<file path="src/bcfm_pkg.sv">
`timescale 1ns / 1ps
// ----------------------------------------------------------------------------
// Battery cell fault monitor package
// Shared types, register indexes, thresholds and flag positions.
// ----------------------------------------------------------------------------
package bcfm_pkg;

   localparam int SAMPLE_W = 17;
   localparam int CELL_W   = 16;
   localparam int PACK_W   = 23;
   localparam int TEMP_W   = 8;
   localparam int FLAG_W   = 8;
   localparam int CSR_W    = 23;
   localparam int CSR_IDX_W = 3;

   typedef enum logic [1:0] {
      OP_VOLT   = 2'd0,
      OP_TEMP   = 2'd1,
      OP_FINISH = 2'd2
   } op_type;

   typedef enum logic [CSR_IDX_W-1:0] {
      CSR_PACK_HIGH_FAULT = 3'd0,
      CSR_PACK_LOW_FAULT  = 3'd1,
      CSR_CELL_HIGH_FAULT = 3'd2,
      CSR_CELL_LOW_FAULT  = 3'd3,
      CSR_TEMP_HIGH_FAULT = 3'd4,
      CSR_IMBALANCE_FAULT = 3'd5,
      CSR_CELL_HIGH_WARN  = 3'd6,
      CSR_CELL_LOW_WARN   = 3'd7
   } csr_index_type;

   localparam logic [PACK_W-1:0]        PACK_HIGH_FAULT_RST = 23'd410000;
   localparam logic [PACK_W-1:0]        PACK_LOW_FAULT_RST  = 23'd288000;
   localparam logic [CELL_W-1:0]        CELL_HIGH_FAULT_RST = 16'd43000;
   localparam logic [CELL_W-1:0]        CELL_LOW_FAULT_RST  = 16'd30000;
   localparam logic signed [TEMP_W-1:0] TEMP_HIGH_FAULT_RST = 8'sd60;
   localparam logic [CELL_W-1:0]        IMBALANCE_FAULT_RST = 16'd5000;
   localparam logic [CELL_W-1:0]        CELL_HIGH_WARN_RST  = 16'd42500;
   localparam logic [CELL_W-1:0]        CELL_LOW_WARN_RST   = 16'd32000;

   localparam logic [PACK_W-1:0]        PACK_HIGH_WARN = 23'd408500;
   localparam logic [PACK_W-1:0]        PACK_LOW_WARN  = 23'd300000;
   localparam logic signed [TEMP_W-1:0] TEMP_HIGH_WARN = 8'sd55;
   localparam logic signed [TEMP_W-1:0] TEMP_LOW_WARN  = 8'sd0;
   localparam logic [CELL_W-1:0]        IMBALANCE_WARN = 16'd1000;

   localparam logic signed [SAMPLE_W-1:0] TEMP_SAT_HIGH = 17'sd127;
   localparam logic signed [SAMPLE_W-1:0] TEMP_SAT_LOW  = -17'sd128;

   localparam logic [FLAG_W-1:0] BALANCE_FLAG = 8'b1000_0000;

   localparam int FLAG_PACK_HIGH = 7;
   localparam int FLAG_PACK_LOW  = 6;
   localparam int FLAG_CELL_LOW  = 5;
   localparam int FLAG_CELL_HIGH = 4;
   localparam int FLAG_TEMP_HIGH = 3;
   localparam int FLAG_FAULT_IMB = 2;
   localparam int FLAG_TEMP_LOW  = 2;
   localparam int FLAG_WARN_IMB  = 1;

   typedef struct packed {
      logic [PACK_W-1:0]        pack_high_fault;
      logic [PACK_W-1:0]        pack_low_fault;
      logic [CELL_W-1:0]        cell_high_fault;
      logic [CELL_W-1:0]        cell_low_fault;
      logic signed [TEMP_W-1:0] temp_high_fault;
      logic [CELL_W-1:0]        imbalance_fault;
      logic [CELL_W-1:0]        cell_high_warn;
      logic [CELL_W-1:0]        cell_low_warn;
   } limits_type;

   typedef struct packed {
      logic [CELL_W-1:0]        volt_high;
      logic [CELL_W-1:0]        volt_low;
      logic signed [TEMP_W-1:0] heat_high;
      logic signed [TEMP_W-1:0] heat_low;
      logic [PACK_W-1:0]        volt_total;
      logic                     volt_seen;
      logic                     heat_seen;
   } scan_state_type;

   typedef struct packed {
      logic [1:0]                 operation;
      logic signed [SAMPLE_W-1:0] sample_value;
      logic                       balance_active;
   } req_item_type;

endpackage

</file>
<file path="src/bcfm_req_if.sv">
`timescale 1ns / 1ps
// ----------------------------------------------------------------------------
// Battery cell fault monitor request channel
// Valid/ready channel carrying one sample or finish transaction.
// ----------------------------------------------------------------------------
interface bcfm_req_if;
   logic                valid;
   logic                ready;
   logic [1:0]          operation;
   logic signed [16:0]  sample_value;
   logic                balance_active;

   modport source (output valid, output operation, output sample_value,
                   output balance_active, input ready);
   modport sink   (input valid, input operation, input sample_value,
                   input balance_active, output ready);
endinterface

</file>
<file path="src/bcfm_rsp_if.sv">
`timescale 1ns / 1ps
// ----------------------------------------------------------------------------
// Battery cell fault monitor response channel
// Valid/ready channel carrying one scan summary transaction.
// ----------------------------------------------------------------------------
interface bcfm_rsp_if;
   logic               valid;
   logic               ready;
   logic [7:0]         fault_flags;
   logic [7:0]         warning_flags;
   logic [7:0]         state_flags;
   logic [22:0]        pack_sum;
   logic [15:0]        cell_max;
   logic [15:0]        cell_min;
   logic signed [7:0]  temp_max;
   logic signed [7:0]  temp_min;

   modport source (output valid, output fault_flags, output warning_flags,
                   output state_flags, output pack_sum, output cell_max,
                   output cell_min, output temp_max, output temp_min,
                   input ready);
   modport sink   (input valid, input fault_flags, input warning_flags,
                   input state_flags, input pack_sum, input cell_max,
                   input cell_min, input temp_max, input temp_min,
                   output ready);
endinterface

</file>
<file path="src/bcfm_eval.sv">
`timescale 1ns / 1ps
// ----------------------------------------------------------------------------
// Battery cell fault monitor threshold evaluation
// Compares the scan summary against fault and warning thresholds.
// ----------------------------------------------------------------------------
module bcfm_eval
   import bcfm_pkg::*;
(
   input  scan_state_type    scan,
   input  limits_type        limits,
   output logic [FLAG_W-1:0] fault_flags,
   output logic [FLAG_W-1:0] warning_flags
);

   logic [CELL_W-1:0] spread;

   assign spread = scan.volt_high - scan.volt_low;

   always_comb begin
      fault_flags   = '0;
      warning_flags = '0;

      fault_flags[FLAG_PACK_HIGH] = scan.volt_total >= limits.pack_high_fault;
      fault_flags[FLAG_PACK_LOW]  = scan.volt_total <= limits.pack_low_fault;
      fault_flags[FLAG_CELL_LOW]  = scan.volt_low <= limits.cell_low_fault;
      fault_flags[FLAG_CELL_HIGH] = scan.volt_high >= limits.cell_high_fault;
      fault_flags[FLAG_TEMP_HIGH] = $signed(scan.heat_high) >=
                                    $signed(limits.temp_high_fault);
      fault_flags[FLAG_FAULT_IMB] = spread >= limits.imbalance_fault;

      warning_flags[FLAG_PACK_HIGH] = scan.volt_total >= PACK_HIGH_WARN;
      warning_flags[FLAG_PACK_LOW]  = scan.volt_total <= PACK_LOW_WARN;
      warning_flags[FLAG_CELL_LOW]  = scan.volt_low <= limits.cell_low_warn;
      warning_flags[FLAG_CELL_HIGH] = scan.volt_high >= limits.cell_high_warn;
      warning_flags[FLAG_TEMP_HIGH] = $signed(scan.heat_high) >= TEMP_HIGH_WARN;
      warning_flags[FLAG_TEMP_LOW]  = $signed(scan.heat_low) <= TEMP_LOW_WARN;
      warning_flags[FLAG_WARN_IMB]  = spread >= IMBALANCE_WARN;
   end

endmodule

</file>
<file path="src/battery_cell_fault_monitor_unit.sv">
`timescale 1ns / 1ps
// ----------------------------------------------------------------------------
// Battery cell fault monitor
// Tracks cell voltage and temperature extremes over a scan and reports
// fault, warning and state flags with the summary on each finish.
// ----------------------------------------------------------------------------
// Usage:
//   req_if carries cell voltage samples, temperature samples and finish
//   transactions; rsp_if returns one summary transaction per finish.
//   Samples produce no response; an unused operation code is dropped.
//   Each request is captured in an input register; a sample is processed
//   next against the running scan registers, and a finish, once the
//   response register is free, loads it and clears the scan, passing the
//   input then the response register. One transaction per cycle is
//   accepted unless a finish is held. When the receiver stalls, samples
//   keep flowing; a finish waits in the input register until the response
//   register is free, which holds off req_if.ready for that time only.
//   csr_* writes one threshold register per cycle, no read-back; write only
//   while the block is idle.
//   Reset (synchronous, active high) restores default thresholds, clears
//   the scan and empties both registers.
// ----------------------------------------------------------------------------
module battery_cell_fault_monitor_unit
   import bcfm_pkg::*;
(
   input  logic                 clock,
   input  logic                 reset,
   input  logic                 csr_write_enable,
   input  logic [CSR_IDX_W-1:0] csr_index,
   input  logic [CSR_W-1:0]     csr_write_data,
   bcfm_req_if.sink             req_if,
   bcfm_rsp_if.source           rsp_if
);

   limits_type     limits_ff;
   scan_state_type scan_ff, scan_in;
   req_item_type   item_ff;
   logic           item_valid_ff;
   logic           rsp_valid_ff;
   logic [FLAG_W-1:0] fault_flags, warning_flags;

   logic is_finish, out_free, advance, req_accept;
   logic [CELL_W-1:0]        volt_value;
   logic signed [TEMP_W-1:0] temp_value;
   logic [PACK_W:0]          sum_wide;
   logic [PACK_W-1:0]        sum_sat;

   assign is_finish  = op_type'(item_ff.operation) == OP_FINISH;
   assign out_free   = !rsp_valid_ff || rsp_if.ready;
   assign advance    = item_valid_ff && (!is_finish || out_free);
   assign req_if.ready = !item_valid_ff || advance;
   assign req_accept = req_if.valid && req_if.ready;

   // configuration
   always_ff @(posedge clock) begin
      if (reset) begin
         limits_ff.pack_high_fault <= PACK_HIGH_FAULT_RST;
         limits_ff.pack_low_fault  <= PACK_LOW_FAULT_RST;
         limits_ff.cell_high_fault <= CELL_HIGH_FAULT_RST;
         limits_ff.cell_low_fault  <= CELL_LOW_FAULT_RST;
         limits_ff.temp_high_fault <= TEMP_HIGH_FAULT_RST;
         limits_ff.imbalance_fault <= IMBALANCE_FAULT_RST;
         limits_ff.cell_high_warn  <= CELL_HIGH_WARN_RST;
         limits_ff.cell_low_warn   <= CELL_LOW_WARN_RST;
      end else if (csr_write_enable) begin
         unique case (csr_index_type'(csr_index))
            CSR_PACK_HIGH_FAULT: limits_ff.pack_high_fault <= csr_write_data;
            CSR_PACK_LOW_FAULT:  limits_ff.pack_low_fault  <= csr_write_data;
            CSR_CELL_HIGH_FAULT: limits_ff.cell_high_fault <= csr_write_data[CELL_W-1:0];
            CSR_CELL_LOW_FAULT:  limits_ff.cell_low_fault  <= csr_write_data[CELL_W-1:0];
            CSR_TEMP_HIGH_FAULT: limits_ff.temp_high_fault <= csr_write_data[TEMP_W-1:0];
            CSR_IMBALANCE_FAULT: limits_ff.imbalance_fault <= csr_write_data[CELL_W-1:0];
            CSR_CELL_HIGH_WARN:  limits_ff.cell_high_warn  <= csr_write_data[CELL_W-1:0];
            CSR_CELL_LOW_WARN:   limits_ff.cell_low_warn   <= csr_write_data[CELL_W-1:0];
            default: ;
         endcase
      end
   end

   // input register
   always_ff @(posedge clock) begin
      if (reset) begin
         item_valid_ff <= 1'b0;
      end else if (req_if.ready) begin
         item_valid_ff <= req_if.valid;
      end
   end

   always_ff @(posedge clock) begin
      if (req_accept) begin
         item_ff.operation      <= req_if.operation;
         item_ff.sample_value   <= req_if.sample_value;
         item_ff.balance_active <= req_if.balance_active;
      end
   end

   // sample conditioning
   assign volt_value = item_ff.sample_value[SAMPLE_W-1] ? '0
                                                        : item_ff.sample_value[CELL_W-1:0];

   always_comb begin
      if (item_ff.sample_value > TEMP_SAT_HIGH) begin
         temp_value = TEMP_SAT_HIGH[TEMP_W-1:0];
      end else if (item_ff.sample_value < TEMP_SAT_LOW) begin
         temp_value = TEMP_SAT_LOW[TEMP_W-1:0];
      end else begin
         temp_value = item_ff.sample_value[TEMP_W-1:0];
      end
   end

   assign sum_wide = {1'b0, scan_ff.volt_total} + {{(PACK_W+1-CELL_W){1'b0}}, volt_value};
   assign sum_sat  = sum_wide[PACK_W] ? '1 : sum_wide[PACK_W-1:0];

   // scan update
   always_comb begin
      scan_in = scan_ff;
      if (advance) begin
         unique case (op_type'(item_ff.operation))
            OP_VOLT: begin
               scan_in.volt_seen  = 1'b1;
               scan_in.volt_total = sum_sat;
               if (!scan_ff.volt_seen || volt_value > scan_ff.volt_high) begin
                  scan_in.volt_high = volt_value;
               end
               if (!scan_ff.volt_seen || volt_value < scan_ff.volt_low) begin
                  scan_in.volt_low = volt_value;
               end
            end
            OP_TEMP: begin
               scan_in.heat_seen = 1'b1;
               if (!scan_ff.heat_seen || temp_value > scan_ff.heat_high) begin
                  scan_in.heat_high = temp_value;
               end
               if (!scan_ff.heat_seen || temp_value < scan_ff.heat_low) begin
                  scan_in.heat_low = temp_value;
               end
            end
            OP_FINISH: begin
               scan_in = '0;
            end
            default: ;
         endcase
      end
   end

   always_ff @(posedge clock) begin
      if (reset) begin
         scan_ff <= '0;
      end else begin
         scan_ff <= scan_in;
      end
   end

   bcfm_eval u_eval (
      .scan          (scan_ff),
      .limits        (limits_ff),
      .fault_flags   (fault_flags),
      .warning_flags (warning_flags)
   );

   // response register
   always_ff @(posedge clock) begin
      if (reset) begin
         rsp_valid_ff <= 1'b0;
      end else if (advance && is_finish) begin
         rsp_valid_ff <= 1'b1;
      end else if (rsp_if.ready) begin
         rsp_valid_ff <= 1'b0;
      end
   end

   always_ff @(posedge clock) begin
      if (advance && is_finish) begin
         rsp_if.fault_flags   <= fault_flags;
         rsp_if.warning_flags <= warning_flags;
         rsp_if.state_flags   <= item_ff.balance_active ? BALANCE_FLAG : '0;
         rsp_if.pack_sum      <= scan_ff.volt_total;
         rsp_if.cell_max      <= scan_ff.volt_high;
         rsp_if.cell_min      <= scan_ff.volt_low;
         rsp_if.temp_max      <= scan_ff.heat_high;
         rsp_if.temp_min      <= scan_ff.heat_low;
      end
   end

   assign rsp_if.valid = rsp_valid_ff;

   // checks
   a_finish_clears: assert property (@(posedge clock) disable iff (reset)
      advance && is_finish |=> !scan_ff.volt_seen && !scan_ff.heat_seen &&
                               scan_ff.volt_total == '0)
      else $error("scan not cleared after finish");

   a_finish_responds: assert property (@(posedge clock) disable iff (reset)
      advance && is_finish |=> rsp_valid_ff)
      else $error("finish without response");

   a_unseen_zero: assert property (@(posedge clock) disable iff (reset)
      !scan_ff.volt_seen |-> scan_ff.volt_high == '0 && scan_ff.volt_low == '0 &&
                             scan_ff.volt_total == '0)
      else $error("voltage extremes not zero before first sample");

   a_order: assert property (@(posedge clock) disable iff (reset)
      scan_ff.volt_seen |-> scan_ff.volt_high >= scan_ff.volt_low)
      else $error("voltage extremes out of order");

   a_stall_only_on_finish: assert property (@(posedge clock) disable iff (reset)
      !req_if.ready |-> item_valid_ff && is_finish && rsp_valid_ff && !rsp_if.ready)
      else $error("request stalled without a blocked finish");

endmodule

</file>
<file path="src/flat_wrapper.sv">
// flat-port wrapper written by rule: the top's interface ports become plain ports
module battery_cell_fault_monitor_unit_flat import bcfm_pkg::*;
  (clock, reset, csr_write_enable, csr_index, csr_write_data, req_if_valid, req_if_operation, req_if_sample_value, req_if_balance_active, req_if_ready, rsp_if_valid, rsp_if_fault_flags, rsp_if_warning_flags, rsp_if_state_flags, rsp_if_pack_sum, rsp_if_cell_max, rsp_if_cell_min, rsp_if_temp_max, rsp_if_temp_min, rsp_if_ready);
  bcfm_req_if req_if_i ();
  bcfm_rsp_if rsp_if_i ();
  input  logic clock;
  input  logic reset;
  input  logic csr_write_enable;
  input  logic [CSR_IDX_W-1:0] csr_index;
  input  logic [CSR_W-1:0] csr_write_data;
  input wire logic [$bits(req_if_i.valid)-1:0] req_if_valid;
  input wire logic [$bits(req_if_i.operation)-1:0] req_if_operation;
  input wire logic [$bits(req_if_i.sample_value)-1:0] req_if_sample_value;
  input wire logic [$bits(req_if_i.balance_active)-1:0] req_if_balance_active;
  output wire logic [$bits(req_if_i.ready)-1:0] req_if_ready;
  output wire logic [$bits(rsp_if_i.valid)-1:0] rsp_if_valid;
  output wire logic [$bits(rsp_if_i.fault_flags)-1:0] rsp_if_fault_flags;
  output wire logic [$bits(rsp_if_i.warning_flags)-1:0] rsp_if_warning_flags;
  output wire logic [$bits(rsp_if_i.state_flags)-1:0] rsp_if_state_flags;
  output wire logic [$bits(rsp_if_i.pack_sum)-1:0] rsp_if_pack_sum;
  output wire logic [$bits(rsp_if_i.cell_max)-1:0] rsp_if_cell_max;
  output wire logic [$bits(rsp_if_i.cell_min)-1:0] rsp_if_cell_min;
  output wire logic [$bits(rsp_if_i.temp_max)-1:0] rsp_if_temp_max;
  output wire logic [$bits(rsp_if_i.temp_min)-1:0] rsp_if_temp_min;
  input wire logic [$bits(rsp_if_i.ready)-1:0] rsp_if_ready;
  assign req_if_i.valid = req_if_valid;
  assign req_if_i.operation = req_if_operation;
  assign req_if_i.sample_value = req_if_sample_value;
  assign req_if_i.balance_active = req_if_balance_active;
  assign req_if_ready = req_if_i.ready;
  assign rsp_if_valid = rsp_if_i.valid;
  assign rsp_if_fault_flags = rsp_if_i.fault_flags;
  assign rsp_if_warning_flags = rsp_if_i.warning_flags;
  assign rsp_if_state_flags = rsp_if_i.state_flags;
  assign rsp_if_pack_sum = rsp_if_i.pack_sum;
  assign rsp_if_cell_max = rsp_if_i.cell_max;
  assign rsp_if_cell_min = rsp_if_i.cell_min;
  assign rsp_if_temp_max = rsp_if_i.temp_max;
  assign rsp_if_temp_min = rsp_if_i.temp_min;
  assign rsp_if_i.ready = rsp_if_ready;
  battery_cell_fault_monitor_unit u_core (.clock(clock), .reset(reset), .csr_write_enable(csr_write_enable), .csr_index(csr_index), .csr_write_data(csr_write_data), .req_if(req_if_i), .rsp_if(rsp_if_i));
endmodule
</file>
<file path="config.mk">
export PLATFORM = sky130hd
export DESIGN_NAME = battery_cell_fault_monitor_unit_flat
export DESIGN_NICKNAME = d
export VERILOG_FILES = /design/src/bcfm_pkg.sv /design/src/bcfm_req_if.sv /design/src/bcfm_rsp_if.sv /design/src/bcfm_eval.sv /design/src/battery_cell_fault_monitor_unit.sv /design/src/flat_wrapper.sv
export SDC_FILE = /design/constraint.sdc
export NUM_CORES = 1
export LEC_CHECK = 0
export BUFFER_PORTS_ARGS = -buffer_cell sky130_fd_sc_hd__buf_2
export CORE_MARGIN = 8
export CORE_UTILIZATION = 45
export CTS_CLUSTER_DIAMETER = 50
export DETAILED_ROUTE_END_ITERATION = 6
export PLACE_DENSITY = 0.71
export SYNTH_ARGS = -nofsm -noshare
export SYNTH_HDL_FRONTEND = slang
export SYNTH_SLANG_ARGS = --single-unit
export TNS_END_PERCENT = 50
</file>
<file path="constraint.sdc">
create_clock -name clock -period 3.4 [get_ports clock]
set_input_delay 0.17 -clock clock [delete_from_list [all_inputs] [get_ports clock]]
set_output_delay 0.17 -clock clock [all_outputs]
set_load 0.01 [all_outputs]
</file>
==> summary.txt <==
=======================================================================================
Placement row count                                                                  72
Number of buffers inserted during clock tree synthesis                               41
Detailed-route via count                                                          14900
GR Layer Usage met3                                                               3.35%
Data required time of the worst path                                            3.69 ns
Mean instance size in the synthesized netlist                                 9.08 um^2
Post-DP HPWL                                                                   39200 um
Synth Area in Compound Gates                                                      17.5%
Count of flip-flops with a built-in enable after synthesis                          105
Largest family of logic cells by synthesized area                          compound AO/OA/AOI/OAI gates
Post-synthesis instance area                                                 17600 um^2
Number of violations reported at the end of detailed-routing iteration 0           1184
Die area                                                                     45700 um^2
Antenna Violating Nets Remaining                                                      0
Largest voltage drop on the vdd net                                          0.000279 V
Placed Instances                                                                   2576
Global-route wire length before repair                                         81400 um
Pin slew with the least headroom to its limit                                   1.25 ns
IO Port Bufs                                                                        137
Starting Density                                                                  45.6%
Largest fanout on the critical path                                                   5
Last weighted congestion value of the routability-driven placer                   0.945
Worst max-slew margin expressed relative to the limit                             16.0%
Worst hold-check path type                                                 input pin to flip-flop
Number of synthesized register bits                                                 314
Detailed Route WL                                                              53200 um
Fraction of met2 tracks used by global routing                                    38.8%
Final nets                                                                         2404
Final count of hold timing violations                                                 0
Ant diodes                                                                            0
Number of standard cells in the layout, taps in and fillers out                    2687
Filler cells                                                                       3482
Post-synthesis sequential area ratio                                              41.6%
Warnings, synthesis                                                                   0
Overall power consumption                                                     0.00937 W
Largest delay share family, worst path                                     compound AO/OA/AOI/OAI gates
Arrival time at the worst endpoint                                              3.51 ns
Met1 Track Usage GR                                                               28.7%
Max-slew violation total from the final report                                        0
Flip-flop and latch area                                                      7340 um^2
Synthesized instance count                                                         1940
Number of max-capacitance violations reported                                         0
Signed area change from the synthesized netlist to the final layout               18.5%
Clock H-tree levels                                                                   2
Post-synthesis async set-or-reset flop share                                         0%
Aggregate global routing overflow                                                     0
Final setup violation count                                                           0
Leading area contributor after synthesis                                   sky130_fd_sc_hd__dfxtp_1
Worst Setup Start Kind                                                        flip-flop
Global Route Usage Sum                                                            22.9%
Global-route layer with the greatest usage                                         met2
Latest clock arrival within the worst-skew pair                                 0.57 ns
Post-synthesis mux area share                                                     1.70%
Most common flop cell mapped by yosys                                      sky130_fd_sc_hd__dfxtp_1
Proportion of netlist area held by the largest area contributor                   23.7%
Routed wire length per instance                                                 19.8 um
Final critical delay including setup and external delays                        3.22 ns
Post-synthesis cell type count                                                       85
Core region area                                                             38600 um^2
Cell seen most often among critical-path stages                            sky130_fd_sc_hd__ha_1
Cell chosen for the clock root                                             sky130_fd_sc_hd__clkbuf_16
Die H                                                                            214 um
Drt pass-1 iters                                                                      5
CTS tree                                                                            yes
Number of global-route vias before repair                                         14700
Crit path capture type                                                        flip-flop
Die Width                                                                        214 um
Synth Area in Adders                                                              15.4%
Cell with the largest stage delay on the worst path                        sky130_fd_sc_hd__dfxtp_1
Power per Cell Area                                                         449 nW/um^2
Minimum hold slack                                                            0.0183 ns
Combined buffer and inverter count along the critical path                            1
Layout Skew                                                                   0.0367 ns
Share of final-layout standard cells stronger than drive strength 1               14.4%
Boundary Pins                                                                       148
Leak pwr                                                                        8.69 nW
Highest clock rate                                                              310 MHz
Cell Chain, Critical Path                                                  inv_1 > ha_1 > a21o_1 > a221o_1 > o31ai_2 > a31oi_1 > xor2_1 > ha_1 > and4_1 > a21oi_1 > o211ai_1
DRC                                                                                   0
Antenna violations before repair                                                      0
Via density per instance                                                           5.54
Clock-pin slew of the registers on the worst-case setup and hold paths          0.06 ns
Multi-input gate area                                                         9230 um^2
Worst setup path category                                                  flip-flop to flip-flop
Largest stage delay on the critical path                                        0.46 ns
Final cycle utilization of the critical path                                      94.8%
Number of buffers between clock root and the deepest sink                             3
Sum of negative setup slack                                                        0 ns
Pin count of the biggest net entering global routing                                 84
Fraction of the mapped netlist area in simple logic gates                         16.2%
Xor and xnor fraction of the mapped netlist area                                 0.994%
Area contributors post-synth                                               sky130_fd_sc_hd__dfxtp_1, sky130_fd_sc_hd__edfxtp_1, sky130_fd_sc_hd__ha_1
Post-layout util                                                                  54.0%
Number of clock sinks                                                               314
Status                                                                     finished clean
Unrepaired setup endpoints after global routing                                      no
=======================================================================================
-- cell type report --
class                      count  area share, %
clock inverter                20          0.881
tap                          518           3.10
clock buffer                  55           5.70
sequential                   314           35.1
inverter                     201           3.61
multi-input combinational   1345           44.2
timing repair buffer         234           7.34
-- power by group --
part	internal [W]	switching, W
Sequential	0.00397	0.0000675
Clock	0.00257	0.00174
Combinational	0.000409	0.000607
Total	0.00695	0.00242
-- registers in the layout (all words and copies together), names as in the netlist --
signal / count
u_core.scan_ff: 73
u_core.rsp_if.temp_max: 8
u_core.rsp_if.temp_min: 8
u_core.rsp_if.cell_max: 16
u_core.rsp_if.state_flags: 1
u_core.limits_ff: 134
u_core.rsp_if.valid: 1
u_core.rsp_if.cell_min: 16
u_core.item_ff: 20
u_core.item_valid_ff: 1
u_core.rsp_if.pack_sum: 23
u_core.rsp_if.fault_flags: 6
u_core.rsp_if.warning_flags: 7
-- layout by cell type, fill, tap and decap left out, types with 11 or more instances in the layout --
cell	n
sky130_fd_sc_hd__a211o_1	37
sky130_fd_sc_hd__dfxtp_1	209
sky130_fd_sc_hd__a21o_1	37
sky130_fd_sc_hd__o21ai_0	87
sky130_fd_sc_hd__and3_1	11
sky130_fd_sc_hd__o211ai_1	12
sky130_fd_sc_hd__inv_1	201
sky130_fd_sc_hd__nor2b_1	40
sky130_fd_sc_hd__o21a_1	27
sky130_fd_sc_hd__a21oi_1	179
sky130_fd_sc_hd__buf_2	136
sky130_fd_sc_hd__nand4_1	39
sky130_fd_sc_hd__nand3_1	30
sky130_fd_sc_hd__ha_1	214
sky130_fd_sc_hd__nor3_1	27
sky130_fd_sc_hd__xnor2_1	12
sky130_fd_sc_hd__clkbuf_16	42
sky130_fd_sc_hd__nor2_1	93
sky130_fd_sc_hd__mux2i_1	21
sky130_fd_sc_hd__nand3b_1	29
sky130_fd_sc_hd__buf_4	60
sky130_fd_sc_hd__nand2b_1	30
sky130_fd_sc_hd__dlygate4sd3_1	35
sky130_fd_sc_hd__edfxtp_1	105
sky130_fd_sc_hd__nand2_1	258
-- worst register-to-register path: cells and delay by family, from the launching register on --
kind / cells / cell delay [ns]
AOI/OAI and AO/OA: 6 / 1.23
adders and majority gates: 2 / 0.65
DFF: 1 / 0.46
xor gates and xnor gates: 1 / 0.26
and+or+nand+nor: 1 / 0.22
buffers and inverters: 1 / 0.13
-- repair_timing --
| item | in CTS | in global routing |
|---|---|---|
| buffers inserted | 0 | 1 |
| pin swaps | 0 | 5 |
| hold buffers | 35 | 0 |
| hold endpoints to repair | 55 | 0 |
| setup endpoints to repair | 1 | 24 |
| resized for setup | 1 | 8 |
-- path summary, 6_finish.rpt --
| path | from | to | slack [ns] | cells past startpoint |
|---|---|---|---|---|
| max | u_core.scan_ff[43] | u_core.rsp_if.fault_flags[2] | 0.18 | 11 |
| min reg2reg | u_core.item_ff[0] | u_core.rsp_if.state_flags[7] | 0.42 | 0 |
| min | csr_write_data[7] | u_core.limits_ff[63] | 0.02 | 3 |
| max reg2reg | u_core.scan_ff[43] | u_core.rsp_if.fault_flags[2] | 0.18 | 11 |
-- synth_stat cells (5+ instances only) --
cell type,number
sky130_fd_sc_hd__a21oi_1,181
sky130_fd_sc_hd__a21o_1,37
sky130_fd_sc_hd__mux2_2,8
sky130_fd_sc_hd__xor2_1,7
sky130_fd_sc_hd__o21a_1,27
sky130_fd_sc_hd__nor2_1,94
sky130_fd_sc_hd__ha_1,214
sky130_fd_sc_hd__dfxtp_1,209
sky130_fd_sc_hd__nand4_1,39
sky130_fd_sc_hd__xnor2_1,13
sky130_fd_sc_hd__edfxtp_1,105
sky130_fd_sc_hd__nand3_1,30
sky130_fd_sc_hd__and3_1,11
sky130_fd_sc_hd__nor2b_1,40
sky130_fd_sc_hd__o211ai_1,12
sky130_fd_sc_hd__a31oi_1,11
sky130_fd_sc_hd__o31ai_1,6
sky130_fd_sc_hd__mux2i_1,21
sky130_fd_sc_hd__nand2_1,258
sky130_fd_sc_hd__nor4_1,6
sky130_fd_sc_hd__inv_1,201
sky130_fd_sc_hd__clkbuf_2,8
sky130_fd_sc_hd__a211o_1,37
sky130_fd_sc_hd__nand3b_1,29
sky130_fd_sc_hd__o21ai_1,5
sky130_fd_sc_hd__nor3_1,29
sky130_fd_sc_hd__o21ai_0,88
sky130_fd_sc_hd__a211oi_1,12
sky130_fd_sc_hd__o41ai_1,7
sky130_fd_sc_hd__nand2b_1,30
sky130_fd_sc_hd__clkbuf_1,66
sky130_fd_sc_hd__buf_4,10
-- logic make-up after synthesis --
| kind of cell | Yosys count |
|---|---|
| mux | 29 |
| buf+inv | 290 |
| fa+ha+maj | 216 |
| flops | 314 |
| compound gates | 478 |
| other cells | 1 |
| simple gates | 592 |
| xor+xnor | 20 |
-- through the flow --
step	area, um^2	setup slack (ns)
2_1_floorplan	17700	0.410
3_3_place_gp	19100	0.0563
3_5_place_dp	19100	0.0551
4_1_cts	20800	0.0156
5_1_grt	20900	0.0141
6_report	20900	0.176
-- per-layer routing --
| metal | up-vias | routed length [um] |
|---|---|---|
| met4 | 0 | 2200 |
| li1 | 7208 | - |
| met3 | 121 | 3560 |
| met5 | - | 0 |
| met1 | 7024 | 22300 |
| met2 | 532 | 25200 |
No activity file was read; power rests on OpenSTA's default activity.
